==> src/design/sir_pkg.sv <==
// Shared types, constants and helper functions for the SIR epidemic automaton.
// No dependencies; every other file of the block imports this package.
package sir_pkg;

	localparam int MAX_ROWS = 64;
	localparam int MAX_COLS = 64;
	localparam int ROW_W = $clog2(MAX_ROWS);
	localparam int COL_W = $clog2(MAX_COLS);
	localparam int ADDR_W = ROW_W + COL_W;
	localparam int DIM_W = 7;
	localparam int THR_W = 17;
	localparam int CNT_W = 13;
	localparam int CFG_IDX_W = 3;
	localparam int CFG_DATA_W = 32;
	localparam int NB_W = 3;
	localparam int K_W = 4;
	localparam logic [31:0] DEFAULT_SEED = 32'd2463534242;

	typedef enum logic [2:0] {
		CELL_EMPTY     = 3'd0,
		CELL_HEALTHY   = 3'd1,
		CELL_INFECTED  = 3'd2,
		CELL_RECOVERED = 3'd3,
		CELL_DEAD      = 3'd4
	} cell_t;

	typedef enum logic [1:0] {
		REQ_WRITE  = 2'd0,
		REQ_READ   = 2'd1,
		REQ_EVOLVE = 2'd2,
		REQ_NONE   = 2'd3
	} req_t;

	typedef enum logic [CFG_IDX_W-1:0] {
		CFG_ROWS  = 3'd0,
		CFG_COLS  = 3'd1,
		CFG_INF   = 3'd2,
		CFG_REC   = 3'd3,
		CFG_DEATH = 3'd4,
		CFG_SEED  = 3'd5
	} cfg_idx_t;

	typedef enum logic [1:0] {
		DRAW_INF   = 2'd0,
		DRAW_REC   = 2'd1,
		DRAW_DEATH = 2'd2
	} draw_sel_t;

	typedef struct packed {
		logic      clr_step;
		logic      lat_req;
		logic      req_exec;
		logic      req_cap;
		logic      cell_rd;
		logic      cell_cap;
		logic      nb_rd;
		logic      nb_cap;
		logic      draw;
		draw_sel_t draw_sel;
		logic      cell_next;
		logic      cnt_step;
	} sir_cmd_t;

	typedef struct packed {
		logic  clr_done;
		req_t  req_type;
		logic  req_ok;
		cell_t cell_state;
		logic  nb_last;
		logic  nb_hit;
		logic  k_zero;
		logic  d_last;
		logic  draw_hit;
		logic  cell_last;
	} sir_stat_t;

	// xorshift32 with shifts 13, 17, 5
	function automatic logic [31:0] rng_next(input logic [31:0] x);
		logic [31:0] y;
		y = x ^ (x << 13);
		y = y ^ (y >> 17);
		y = y ^ (y << 5);
		return y;
	endfunction

	// Row and column offsets of the eight neighbors, center skipped.
	function automatic logic [1:0] nb_drow(input logic [NB_W-1:0] n);
		logic [1:0] d;
		case (n)
			3'd0, 3'd1, 3'd2: d = 2'b11;
			3'd3, 3'd4:       d = 2'b00;
			default:          d = 2'b01;
		endcase
		return d;
	endfunction

	function automatic logic [1:0] nb_dcol(input logic [NB_W-1:0] n);
		logic [1:0] d;
		case (n)
			3'd0, 3'd3, 3'd5: d = 2'b11;
			3'd1, 3'd6:       d = 2'b00;
			default:          d = 2'b01;
		endcase
		return d;
	endfunction

endpackage

==> src/design/sir_ctrl.sv <==
// Controller state machine: clearing pass, request handling, evolve scan, count sweep.
// Depends on sir_pkg; commands sir_datapath through sir_cmd_t.
module sir_ctrl (
	input  logic               clk,
	input  logic               arst_n,
	input  logic               in_valid,
	output logic               in_ready,
	output logic               out_valid,
	input  logic               out_ready,
	input  sir_pkg::sir_stat_t stat,
	output sir_pkg::sir_cmd_t  cmd
);
	import sir_pkg::*;

	typedef enum logic [14:0] {
		ST_CLR      = 15'b000000000000001,
		ST_IDLE     = 15'b000000000000010,
		ST_REQ      = 15'b000000000000100,
		ST_RDCAP    = 15'b000000000001000,
		ST_CELL_RD  = 15'b000000000010000,
		ST_CELL_CHK = 15'b000000000100000,
		ST_NB_RD    = 15'b000000001000000,
		ST_NB_CAP   = 15'b000000010000000,
		ST_DRAW_REC = 15'b000000100000000,
		ST_DRAW_DTH = 15'b000001000000000,
		ST_DRAW_INF = 15'b000010000000000,
		ST_NEXT     = 15'b000100000000000,
		ST_CNT      = 15'b001000000000000,
		ST_CNT_END  = 15'b010000000000000,
		ST_OUT      = 15'b100000000000000
	} state_t;

	state_t state_q, state_d;

	assign in_ready  = (state_q == ST_IDLE);
	assign out_valid = (state_q == ST_OUT);

	always_comb begin
		state_d = state_q;
		cmd     = '0;
		unique case (state_q)
			ST_CLR: begin
				cmd.clr_step = 1'b1;
				if (stat.clr_done) state_d = ST_IDLE;
			end
			ST_IDLE: begin
				if (in_valid) begin
					cmd.lat_req = 1'b1;
					state_d     = ST_REQ;
				end
			end
			ST_REQ: begin
				cmd.req_exec = 1'b1;
				if (stat.req_type == REQ_EVOLVE) state_d = ST_CELL_RD;
				else if (stat.req_type == REQ_READ && stat.req_ok) state_d = ST_RDCAP;
				else state_d = ST_CNT;
			end
			ST_RDCAP: begin
				cmd.req_cap = 1'b1;
				state_d     = ST_CNT;
			end
			ST_CELL_RD: begin
				cmd.cell_rd = 1'b1;
				state_d     = ST_CELL_CHK;
			end
			ST_CELL_CHK: begin
				cmd.cell_cap = 1'b1;
				if (stat.cell_state == CELL_INFECTED) state_d = ST_DRAW_REC;
				else if (stat.cell_state == CELL_HEALTHY) state_d = ST_NB_RD;
				else state_d = ST_NEXT;
			end
			ST_NB_RD: begin
				cmd.nb_rd = 1'b1;
				state_d   = ST_NB_CAP;
			end
			ST_NB_CAP: begin
				cmd.nb_cap = 1'b1;
				if (!stat.nb_last) state_d = ST_NB_RD;
				else if (stat.k_zero && !stat.nb_hit) state_d = ST_NEXT;
				else state_d = ST_DRAW_INF;
			end
			ST_DRAW_REC: begin
				cmd.draw     = 1'b1;
				cmd.draw_sel = DRAW_REC;
				state_d      = stat.draw_hit ? ST_DRAW_DTH : ST_NEXT;
			end
			ST_DRAW_DTH: begin
				cmd.draw     = 1'b1;
				cmd.draw_sel = DRAW_DEATH;
				state_d      = ST_NEXT;
			end
			ST_DRAW_INF: begin
				cmd.draw     = 1'b1;
				cmd.draw_sel = DRAW_INF;
				if (stat.draw_hit || stat.d_last) state_d = ST_NEXT;
			end
			ST_NEXT: begin
				cmd.cell_next = 1'b1;
				state_d       = stat.cell_last ? ST_CNT : ST_CELL_RD;
			end
			ST_CNT: begin
				cmd.cnt_step = 1'b1;
				if (stat.cell_last) state_d = ST_CNT_END;
			end
			ST_CNT_END: state_d = ST_OUT;
			ST_OUT: begin
				if (out_ready) state_d = ST_IDLE;
			end
			default: state_d = ST_CLR;
		endcase
	end

	always_ff @(posedge clk or negedge arst_n) begin
		if (!arst_n) state_q <= ST_CLR;
		else         state_q <= state_d;
	end

	a_no_accept_while_out: assert property (@(posedge clk) disable iff (!arst_n)
		out_valid |-> !in_ready) else $error("request taken while a word is pending");
	a_accept_to_req: assert property (@(posedge clk) disable iff (!arst_n)
		(in_valid && in_ready) |=> state_q == ST_REQ) else $error("accepted word not executed");
	a_clear_done: assert property (@(posedge clk) disable iff (!arst_n)
		(state_q == ST_CLR && stat.clr_done) |=> state_q == ST_IDLE)
		else $error("clearing pass did not end");

endmodule

==> config.mk <==
export PLATFORM = sky130hd
export DESIGN_NAME = sir_ctrl
export DESIGN_NICKNAME = d
export VERILOG_FILES = /design/src/design/sir_pkg.sv /design/src/design/sir_ctrl.sv
export SDC_FILE = /design/constraint.sdc
export NUM_CORES = 1
export LEC_CHECK = 0
export BUFFER_PORTS_ARGS = -buffer_cell sky130_fd_sc_hd__buf_2
export CAP_MARGIN = 20
export CORE_ASPECT_RATIO = 2
export CORE_MARGIN = 5
export CORE_UTILIZATION = 41
export CTS_BUF_LIST = sky130_fd_sc_hd__clkbuf_16
export CTS_CLUSTER_SIZE = 20
export DETAILED_ROUTE_END_ITERATION = 10
export PLACE_DENSITY = 0.77
export SETUP_SLACK_MARGIN = 0.1
export SLEW_MARGIN = 25
export SYNTH_ARGS = -nofsm -noshare
export SYNTH_HDL_FRONTEND = slang
export SYNTH_SLANG_ARGS = --single-unit
==> constraint.sdc <==
create_clock -name clk -period 5.5 [get_ports clk]
set_clock_uncertainty 0.15 [all_clocks]
set_input_delay 0 -clock clk [delete_from_list [all_inputs] [get_ports clk]]
set_output_delay 0 -clock clk [all_outputs]
set_load 0.02 [all_outputs]
Yosys cells after proc, flatten, opt, wreduce, memory -nomap -nowiden
Index checks and enable logic that the tools add are counted.
Operators by class
  equal/unequal tests: 24
  mux-type cells: 26
  reduce and logical (&&, ||, !) cells: 5
Operators with widths (count)
  case mux 15 bit (15 select lines): 1
  2-to-1 mux 15 bit: 8
  2-to-1 mux 12 bit: 3
  2-to-1 mux 13 bit: 2
  equality test 15 x 1 -> 1 bit, second input constant: 1
  equality test 15 x 10 -> 1 bit, second input constant: 1
  equality test 15 x 11 -> 1 bit, second input constant: 1
  equality test 15 x 12 -> 1 bit, second input constant: 1
  equality test 15 x 13 -> 1 bit, second input constant: 1
  equality test 15 x 14 -> 1 bit, second input constant: 1
  equality test 15 bit, second input constant: 1
  equality test 15 x 2 -> 1 bit, second input constant: 1
  equality test 15 x 3 -> 1 bit, second input constant: 1
  equality test 15 x 4 -> 1 bit, second input constant: 1
  equality test 15 x 5 -> 1 bit, second input constant: 1
  equality test 15 x 6 -> 1 bit, second input constant: 1
  equality test 15 x 7 -> 1 bit, second input constant: 1
  equality test 15 x 8 -> 1 bit, second input constant: 1
  equality test 15 x 9 -> 1 bit, second input constant: 1
  2-to-1 mux 1 bit: 11
  case mux 3 bit (3 select lines): 1
  inequality test 2 bit, second input constant: 4
  AND reduction 5 bit: 1
  equality test 3 x 1 -> 1 bit, second input constant: 1
  other kinds (7): 8
Storage, ports and cells
  register bits after elaboration: 15
  bits of input ports: 17
  output and inout port bits: 15
  word-level logic and storage cells: 56

Longest topological paths before layout
Gate-level depths: netlist (run 1).
  depth in word-level cells: 5
  mapped depth: 6
  mapped depth without buffers: 5

Least setup slack after synthesis (run 1)
Ideal clock, no wire load.
  path type: flip-flop to flip-flop
  start: register state_q[0]
  end: register state_q[12]
  arrival time: 2.087 ns
  required time: 5.274 ns
  path slack: 3.187 ns
  stages on the path, launching flop included: 7
  path buffers: 1
  clock period less this slack: 2.313 ns
  cells stage by stage: dfstp_2 > buf_2 > or4_4 > or4_4 > nor2_1 > nor2_1 > o21ai_1
Between the ends
  longest elaborated chain between the ends: 3
  elaborated cells between the ends (all ways): 22
Ends and longest elaborated chain
  from (decl): line sir_ctrl.sv:33  | state_t state_q, state_d;
  from (signal assigned): line sir_ctrl.sv:115  | else state_q <= state_d;
  equality test 15 x 11 -> 1 bit, or another cell as far along: line sir_ctrl.sv:41  | unique case (state_q)
  inequality test 2 bit (no line) or inequality test 2 x 1 -> 1 bit (tied branches)
  AND reduction 5 bit (no line)
Several ways; a longest one is shown, not always the timed one.
A chain may end at the register's enable or synchronous reset.

Final worst setup path (run 1)
  start: register state_q[9]
  end: register state_q[4]
The elaborated chain is that of the path after synthesis.

==> impl_metrics.yaml, run 1 <==
yosys:
  synthAdderAreaFrac_pct: 0
  synthCells: 136
  synth_area_leaders: "dfrtp_1 (31%), nor4_1 (6.1%), nand2b_1 (5.0%), nor2_1 (4.3%), nor3_1 (3.1%)"
  yosys.area.top_type_share_pct: 31.0
  syn-num-nets: 153
  synth.distinct_cells: 45
  synth.most_common_cell: "dfrtp_1"
  syn_area_um2: 1130
  synth_mux_area_share_pct: 0.887
  synth_edf_count: 0
  avgSynthCellArea_um2: 8.30
  synth_commonest_cells: "dfrtp_1 (14), nor2_1 (13), nor4_1 (11)"
  synth_seq_cells: 15
  yosys_warnings: 0
  synth_ff_type: "dfrtp_1"
  seq_area_frac_synth_pct: 33.4
  synth_top_family_by_area: "simple AND/OR/NAND/NOR gates"
  synthArstFlopShare_pct: 100
  synth_compound_area_share_pct: 15.3
  synth_top_area_cell: "dfrtp_1"
  synth_xor_area_share_pct: 4.66
  synth_simple_gate_area_share_pct: 39.2
layout:
  drive_above_1_share_pct: 24.2
  top_register: "state_q"
  multi_input_area_um2: 678
  n_fill_cell: 254
  largest_register_ffs: 15
  ff_latch_area_um2: 377
  reg_top3: "state_q (15)"
  n_antenna_cell: 0
  fin_cells: 207
  syn_to_final_growth_pct: 33.7
  final_nets: 196
place:
  hpwl_um: 2430
  dp_cells: 188
  place_congestion: 0.874
  port_buffers: 31
cts:
  clock_latency_ns: 0.24
  cts_tree: "yes"
  root_buffer: "clkbuf_16"
  path_clk_slew_ns: 0.05
  cts.sinks: 15
  ctsLongestPathBuffers: 2
  cts_buffers: 3
  cts_htree_levels: 1
sta:
  setup_tns_ns: 0
  worst_slew_pin_slew_ns: 0.488
  min_period_ns: 2.83
  maxSlewHeadroom_pct: 67.2
  slew_viol_final: 0
  fmax_ghz: 0.354
  finalHoldViolCount: 0
  rsz0062_at_grt: "no"
  period_share_pct: 51.4
  finalSetupViolCount: 0
routing:
  num_vias: 1269
  via_per_inst: 6.13
  routed_wl_um: 3420
  wl_per_cell_um: 16.5
  drt_iter0_drc: 66
  drt-pass1-iter-count: 4
  drc: 0
  ant_nets: 0
setup_path:
  worstPathMaxFanout: 9
  path_common_cell: "nor4_1"
  cpPeakStageDelay_ns: 0.59
  crit_slowest_cell: "dlygate4sd3_1"
  required_ns: 5.53
  worstSetupEndpointType: "register"
  crit_arrival_ns: 2.86
  cp-start-kind: "register"
  cp_cell_sequence: "nor4_1, nand2b_1, nor4_1, nand3b_1, o32ai_1, dlygate4sd3_1"
  critPathKind: "register to register"
die:
  io_pins: 32
  die_x_um: 47.1
  row_count: 27
  fp.coreArea_um2: 2700
  start_util_pct: 41.8
  die_h_um: 84.2
  dieArea_um2: 3970
global_route:
  grt_max_degree: 16
  grt_overflow_total: 0
  grt_antenna_before_repair: 0
  globalRouteTotalUtil_pct: 18.6
  grt_pass1_wl_um: 5510
  first_global_vias: 1274
power:
  leakage_nw: 0.766
  power.total_uw: 447
  clkPwrFrac_pct: 31.4
  worst_ir_drop_vdd_mv: 0.185
  p_sw_uw: 156
  p_per_area_nw_per_um2: 296
  p_seq_share_pct: 32.4
  comb_power_share_pct: 36.2
  p_int_uw: 292
  switching_share_pct: 34.8
run:
  maxCapViolations: 0
min_path:
  hold_class: "input pin to asynchronous set/reset pin"
status:
  status: "complete, no violations"
[power groups by stage]
stage               Clock, mW  Sequential [mW]  Combinational (mW)
floorplan                   0            0.131               0.126
global placement            0            0.146               0.147
detailed placement          0            0.146               0.152
CTS                     0.142            0.144               0.161
global route            0.148            0.147               0.179
finish                  0.140            0.145               0.162
[final cells by class]
type                       instances  share of cell area (%)
tap                               29                    2.40
sequential                        15                    25.0
timing repair buffer              46                    20.2
multi-input combinational        104                    44.9
clock inverter                     1                   0.249
inverter                           9                    2.24
clock buffer                       3                    4.98
[cells by family after synthesis]
family	count (synthesis)
simple gates	74
compound gates	23
buf+inv	17
mux	1
flops	15
xor+xnor	6
[layout by cell type (no fill, tap or decap), types with 2 or more instances in the layout]
cell type,synthesis,final
and2_1,4,4
o32ai_1,3,3
or2_2,2,2
nor4_1,11,11
xnor2_1,2,2
nand2b_1,9,9
or4_4,2,2
o21ai_0,5,5
and4b_1,3,3
xor2_1,4,4
o22a_1,2,2
clkbuf_16,0,3
dlygate4sd3_1,0,15
nor2_1,13,13
nand2_1,8,8
inv_1,9,10
buf_2,2,31
nor3_1,7,7
o211ai_1,3,3
dfrtp_1,14,14
and3_1,2,2
or4_1,2,2
[final timing paths]
path                                        startpoint  slack (ns)  depth (start not counted)                 endpoint
min in group clk                               stat[4]        0.08                          3  state_q[11]$_DFFE_PN0P_
worst max register to register  state_q[9]$_DFFE_PN0P_        2.67                          6   state_q[4]$_DFFE_PN0P_
worst min register to register  state_q[5]$_DFFE_PN0P_        0.45                          1   state_q[7]$_DFFE_PN0P_
worst max-delay path            state_q[9]$_DFFE_PN0P_        2.67                          6   state_q[4]$_DFFE_PN0P_
max in group asynchronous                       arst_n        4.85                          2   state_q[0]$_DFFE_PN1P_
worst min-delay path                            arst_n        0.05                          2   state_q[5]$_DFFE_PN0P_
[critical path, delay by kind of cell (launching register included)]
family	cells	cell delay (ns)
AND/OR/NAND/NOR	4	1.29
buffers and inverters	1	0.59
flip-flops	1	0.46
AO/OA/AOI/OAI	1	0.28
[metal layers]
layer | global-route usage (%) | wire length [um] | vias to the layer above
met1 | 20.1 | 1250 | 600
li1 | - | - | 589
met3 | 2.79 | 185 | 20
met4 | 12.6 | 236 | 0
met5 | 0 | 0 | -
met2 | 30.7 | 1750 | 60
[stage by stage]
stage / hold WS, ns / util, % / setup WS, ns / cell area [um^2]
2_1_floorplan: -0.446 / - / 3.19 / 1130
3_3_place_gp: -0.225 / 47.4 / 3.25 / 1280
3_5_place_dp: -0.217 / 47.4 / 3.22 / 1280
4_1_cts: 0.0615 / 55.8 / 2.76 / 1510
5_1_grt: 0.101 / 55.8 / 2.43 / 1510
6_report: 0.0483 / 55.8 / 2.67 / 1510
[what timing repair did]
item | in CTS | in global routing
hold buffers | 15 | 0
gates resized for setup | 0 | 0
setup buffers | 0 | 0
hold endpoints to repair | 25 | 0
Power figures use the tool's default switching activity.
==> inputs of run 2 (changes only) <==
==> constraint.sdc (replaced) <==
create_clock -name clk -period 2.91 [get_ports clk]
set_clock_uncertainty 0.15 [all_clocks]
set_input_delay 0 -clock clk [delete_from_list [all_inputs] [get_ports clk]]
set_output_delay 0 -clock clk [all_outputs]
set_load 0.02 [all_outputs]
==> run 2 against run 1 <==
  * Clock power rose by 94%
  * Worst setup slack worse by 2.4 ns
  * Combinational power rose by 100%
  * Final area grew 1.7%
  * Power rose by 96%
  * Clock-buffer cell count stayed put
  * Maximum frequency increased by 6.0%
  * Largest power group unchanged
==> impl_metrics.yaml, run 2 (synthesis results as in run 1) <==
setup_path:
  cp_cell_sequence: "or4_4, nor4_2, nand2_1, o32ai_1, dlygate4sd3_1"
  required_ns: 2.95
  crit_arrival_ns: 2.71
  critPathKind: "register to register"
  cpPeakStageDelay_ns: 0.62
  worstSetupEndpointType: "register"
  cp-start-kind: "register"
  worstPathMaxFanout: 7
  crit_slowest_cell: "or4_4"
sta:
  rsz0062_at_grt: "no"
  worst_slew_pin_slew_ns: 0.453
  period_share_pct: 91.7
  setup_tns_ns: 0
  min_period_ns: 2.67
  slew_viol_final: 0
  finalHoldViolCount: 0
  finalSetupViolCount: 0
  fmax_ghz: 0.375
  maxSlewHeadroom_pct: 69.5
cts:
  clock_latency_ns: 0.25
  cts_tree: "yes"
  cts_htree_levels: 1
  cts.sinks: 15
  ctsLongestPathBuffers: 2
  root_buffer: "clkbuf_16"
  cts_setup_buffers: 0
  cts_buffers: 3
  path_clk_slew_ns: 0.05
layout:
  fin_area_um2: 1540
  largest_register_ffs: 15
  n_antenna_cell: 0
  most-common-layout-cells: "buf_2 (31), dlygate4sd3_1 (15), dfrtp_1 (14)"
  top_register: "state_q"
  reg_top3: "state_q (15)"
  final_nets: 197
  final_common_cell: "buf_2"
  drive_above_1_share_pct: 25.7
  syn_to_final_growth_pct: 36.0
run:
  maxCapViolations: 0
die:
  fp.coreArea_um2: 2700
  dieArea_um2: 3970
  die_x_um: 47.1
  start_util_pct: 41.8
  io_pins: 32
  row_count: 27
  die_h_um: 84.2
routing:
  drc: 0
  via_per_inst: 6.04
  num_vias: 1256
  wl_per_cell_um: 16.7
  drt_iter0_drc: 61
  ant_nets: 0
  routed_wl_um: 3480
  drt-pass1-iter-count: 4
place:
  hpwl_um: 2450
  place_congestion: 0.977
  placed_cell_area_um2: 1290
  port_buffers: 31
global_route:
  grt_antenna_before_repair: 0
  grt_max_degree: 16
  first_global_vias: 1232
  globalRouteTotalUtil_pct: 18.1
  grt_pass1_wl_um: 5320
  grt_overflow_total: 0
min_path:
  hold_class: "input pin to asynchronous set/reset pin"
power:
  worst_ir_drop_vdd_mv: 0.408
  p_per_area_nw_per_um2: 570
  leakage_nw: 0.769
status:
  status: "complete, no violations"
-- run 2: cell count changes in the layout (fill, tap and decap cells not counted), sizes merged --
cell  delta
buf      +1
-- run 2: final timing paths --
check	slack, ns	depth (start not counted)	start	endpoint
hold / removal	0.05	2	arst_n	state_q[10]$_DFFE_PN0P_
min in group clk	0.07	4	out_ready	state_q[14]$_DFFE_PN0P_
max in group asynchronous	2.26	2	arst_n	state_q[0]$_DFFE_PN1P_
setup / recovery	0.24	5	state_q[1]$_DFFE_PN0P_	state_q[4]$_DFFE_PN0P_
setup reg to reg	0.24	5	state_q[1]$_DFFE_PN0P_	state_q[4]$_DFFE_PN0P_
hold reg to reg	0.45	1	state_q[5]$_DFFE_PN0P_	state_q[7]$_DFFE_PN0P_
-- run 2: through the flow --
stage          std cells  power [mW]  setup WS (ns)  util (%)  hold WS, ns
6_report             208       0.875          0.240      56.8       0.0456
5_1_grt              208       0.912          0.180      56.8       0.0997
4_1_cts              208       0.847          0.177      56.1       0.0584
3_5_place_dp         189       0.566          0.554      47.6       -0.217
3_3_place_gp         189       0.555          0.688      47.6       -0.224
2_1_floorplan        136       0.486          0.597         -       -0.446
-- run 2: routing by layer --
layer	routed length, um	global-route usage (%)	vias up
met5	0	0	-
met4	246	13.9	0
met3	197	2.79	22
met2	1850	31.2	54
met1	1190	17.4	588
li1	-	-	592
-- run 2: critical path, delay by kind of cell, from the launching register on --
family	cells	cell delay, ns
AND/OR/NAND/NOR	3	1.28
buffers and inverters	1	0.57
AO/OA/AOI/OAI	1	0.16
flip-flops	1	0.44
-- run 2: power breakdown --
part / internal (mW) / switching [mW] / total, mW
registers: 0.234 / 0.0437 / 0.277
clock network: 0.182 / 0.0890 / 0.271
logic: 0.144 / 0.182 / 0.326
-- run 2: repair_timing --
| item | CTS | global route |
|---|---|---|
| endpoints found under the setup margin | 0 | 3 |
| hold buffers | 15 | 0 |
| endpoints found under the hold margin | 25 | 0 |
| resized for setup | 0 | 3 |
-- run 2: cell type report --
type / instances / area (um^2)
fill: 250 / 1170
clock inverter: 1 / 3.75
sequential: 15 / 377
clock buffer: 3 / 75.1
tap: 29 / 36.3
timing repair buffer: 47 / 313
multi-input combinational: 104 / 697
inverter: 9 / 33.8
==> inputs of run 3 (changes only) <==
==> constraint.sdc (replaced) <==
create_clock -name clk -period 2.91 [get_ports clk]
set_clock_uncertainty 0.15 [all_clocks]
set_input_delay 0.4365 -clock clk [delete_from_list [all_inputs] [get_ports clk]]
set_output_delay 0.4365 -clock clk [all_outputs]
set_load 0.02 [all_outputs]
==> run 3 against run 2 <==
  * Final cell count shrank 5.8%
  * Clock power is essentially flat
  * Power barely moved
  * Hold slack better by 0.18 ns
  * Sequential power barely moved
  * Non-clock buffer count decreased by 12
  * Die area did not move
  * Final area decreased by 6.7%
  * Critical path depth down 1
  * Critical path type is now register to output pin
  * Highest routed layer unchanged
==> impl_metrics.yaml, run 3 (synthesis results as in run 1) <==
status:
  status: "complete, no violations"
layout:
  final_nets: 185
  reg_top3: "state_q (15)"
  n_antenna_cell: 0
  syn_to_final_growth_pct: 26.9
  most-common-layout-cells: "buf_2 (30), nor2_1 (13), inv_1 (10), dfrtp_1 (10), nand2b_1 (9)"
  final_common_cell: "buf_2"
  top_register: "state_q"
  largest_register_ffs: 15
  drive_above_1_share_pct: 32.9
die:
  die_x_um: 47.1
  start_util_pct: 41.8
  dieArea_um2: 3970
  fp.coreArea_um2: 2700
  die_h_um: 84.2
  io_pins: 32
  row_count: 27
global_route:
  grt_overflow_total: 0
  grt_max_degree: 16
  grt_pass1_wl_um: 4980
  globalRouteTotalUtil_pct: 17.1
  first_global_vias: 1167
  grt_antenna_before_repair: 0
setup_path:
  cpLargestDelayFamily: "simple AND/OR/NAND/NOR gates"
  cpPeakStageDelay_ns: 0.66
  cp_cell_sequence: "or4_1, or4_4, nor2_1, buf_4"
  worstPathMaxFanout: 8
  crit_buf_inv: 1
  worstSetupEndpointType: "output pin"
  required_ns: 2.32
  crit_slowest_cell: "or4_1"
  crit_arrival_ns: 2.18
  critPathKind: "register to output pin"
  cp-start-kind: "register"
place:
  hpwl_um: 2390
  place_congestion: 0.928
  port_buffers: 31
cts:
  cts_buffers: 3
  ctsLongestPathBuffers: 2
  cts.sinks: 15
  cts_tree: "yes"
  cts_htree_levels: 1
  clock_latency_ns: 0.25
  root_buffer: "clkbuf_16"
  path_clk_slew_ns: 0.05
routing:
  wl_per_cell_um: 16.1
  ant_nets: 0
  num_vias: 1168
  drt_iter0_drc: 45
  routed_wl_um: 3160
  drc: 0
  drt-pass1-iter-count: 6
  via_per_inst: 5.96
power:
  worst_ir_drop_vdd_mv: 0.363
  power.total_uw: 876
  leakage_nw: 0.709
  p_per_area_nw_per_um2: 611
sta:
  finalSetupViolCount: 0
  maxSlewHeadroom_pct: 69.9
  slew_viol_final: 0
  min_period_ns: 2.77
  period_share_pct: 95.1
  finalHoldViolCount: 0
  setup_tns_ns: 0
  worst_slew_pin_slew_ns: 0.448
  fmax_ghz: 0.361
  rsz0062_at_grt: "yes"
min_path:
  hold_class: "input pin to register"
run:
  maxCapViolations: 0
-- run 3: path summary, 6_finish.rpt --
check / endpoint / cells past startpoint / slack (ns) / from
max: cmd[0] / 4 / 0.14 / state_q[4]$_DFFE_PN0P_
min: state_q[8]$_DFFE_PN0P_ / 2 / 0.22 / stat[8]
max reg2reg: state_q[11]$_DFFE_PN0P_ / 5 / 0.55 / state_q[4]$_DFFE_PN0P_
min reg2reg: state_q[7]$_DFFE_PN0P_ / 1 / 0.50 / state_q[4]$_DFFE_PN0P_
max in group asynchronous: state_q[0]$_DFFE_PN1P_ / 2 / 1.82 / arst_n
min in group asynchronous: state_q[14]$_DFFE_PN0P_ / 2 / 0.48 / arst_n
-- run 3: report_power, final --
group          switching (mW)  leakage, nW  total, mW  internal [mW]
logic                   0.177        0.470      0.325          0.148
registers              0.0428        0.197      0.278          0.235
clock network          0.0901       0.0423      0.273          0.183
total                   0.310        0.709      0.876          0.566
-- run 3: cell type report --
| class | instances | area (um^2) |
|---|---|---|
| Inverter | 9 | 33.8 |
| Tap cell | 29 | 36.3 |
| Clock buffer | 3 | 75.1 |
| Fill cell | 262 | 1270 |
| Timing Repair Buffer | 35 | 190 |
| Clock inverter | 1 | 3.75 |
| Multi-Input combinational cell | 104 | 712 |
| Sequential cell | 15 | 382 |
-- run 3: routing by layer --
layer / wire length [um] / vias up / global-route usage (%) / part of all wire (%)
met2: 1750 / 46 / 29.4 / 56
met3: 179 / 11 / 2.58 / 5.7
met4: 144 / 0 / 13.1 / 4.6
met1: 1080 / 548 / 16.6 / 34
li1: - / 563 / - / -
met5: 0 / - / 0 / 0
-- run 3: through the flow --
step,setup slack [ns],std cells,hold WS [ns],instance area (um^2),utilization (%)
2_1_floorplan,0.203,136,-0.00909,1130,-
3_3_place_gp,0.404,189,0.214,1290,47.6
3_5_place_dp,0.377,189,0.223,1290,47.6
4_1_cts,0.0978,194,0.220,1380,50.9
5_1_grt,0.0555,196,0.225,1430,53.0
6_report,0.144,196,0.222,1430,53.0
-- run 3: what timing repair did --
item / 4_1_cts / 5_1_grt
hold endpoints to repair: 14 / 0
hold buffers: 1 / 0
gates resized for setup: 0 / 11
pin swaps: 0 / 1
endpoints found under the setup margin: 1 / 8
setup buffers: 0 / 2
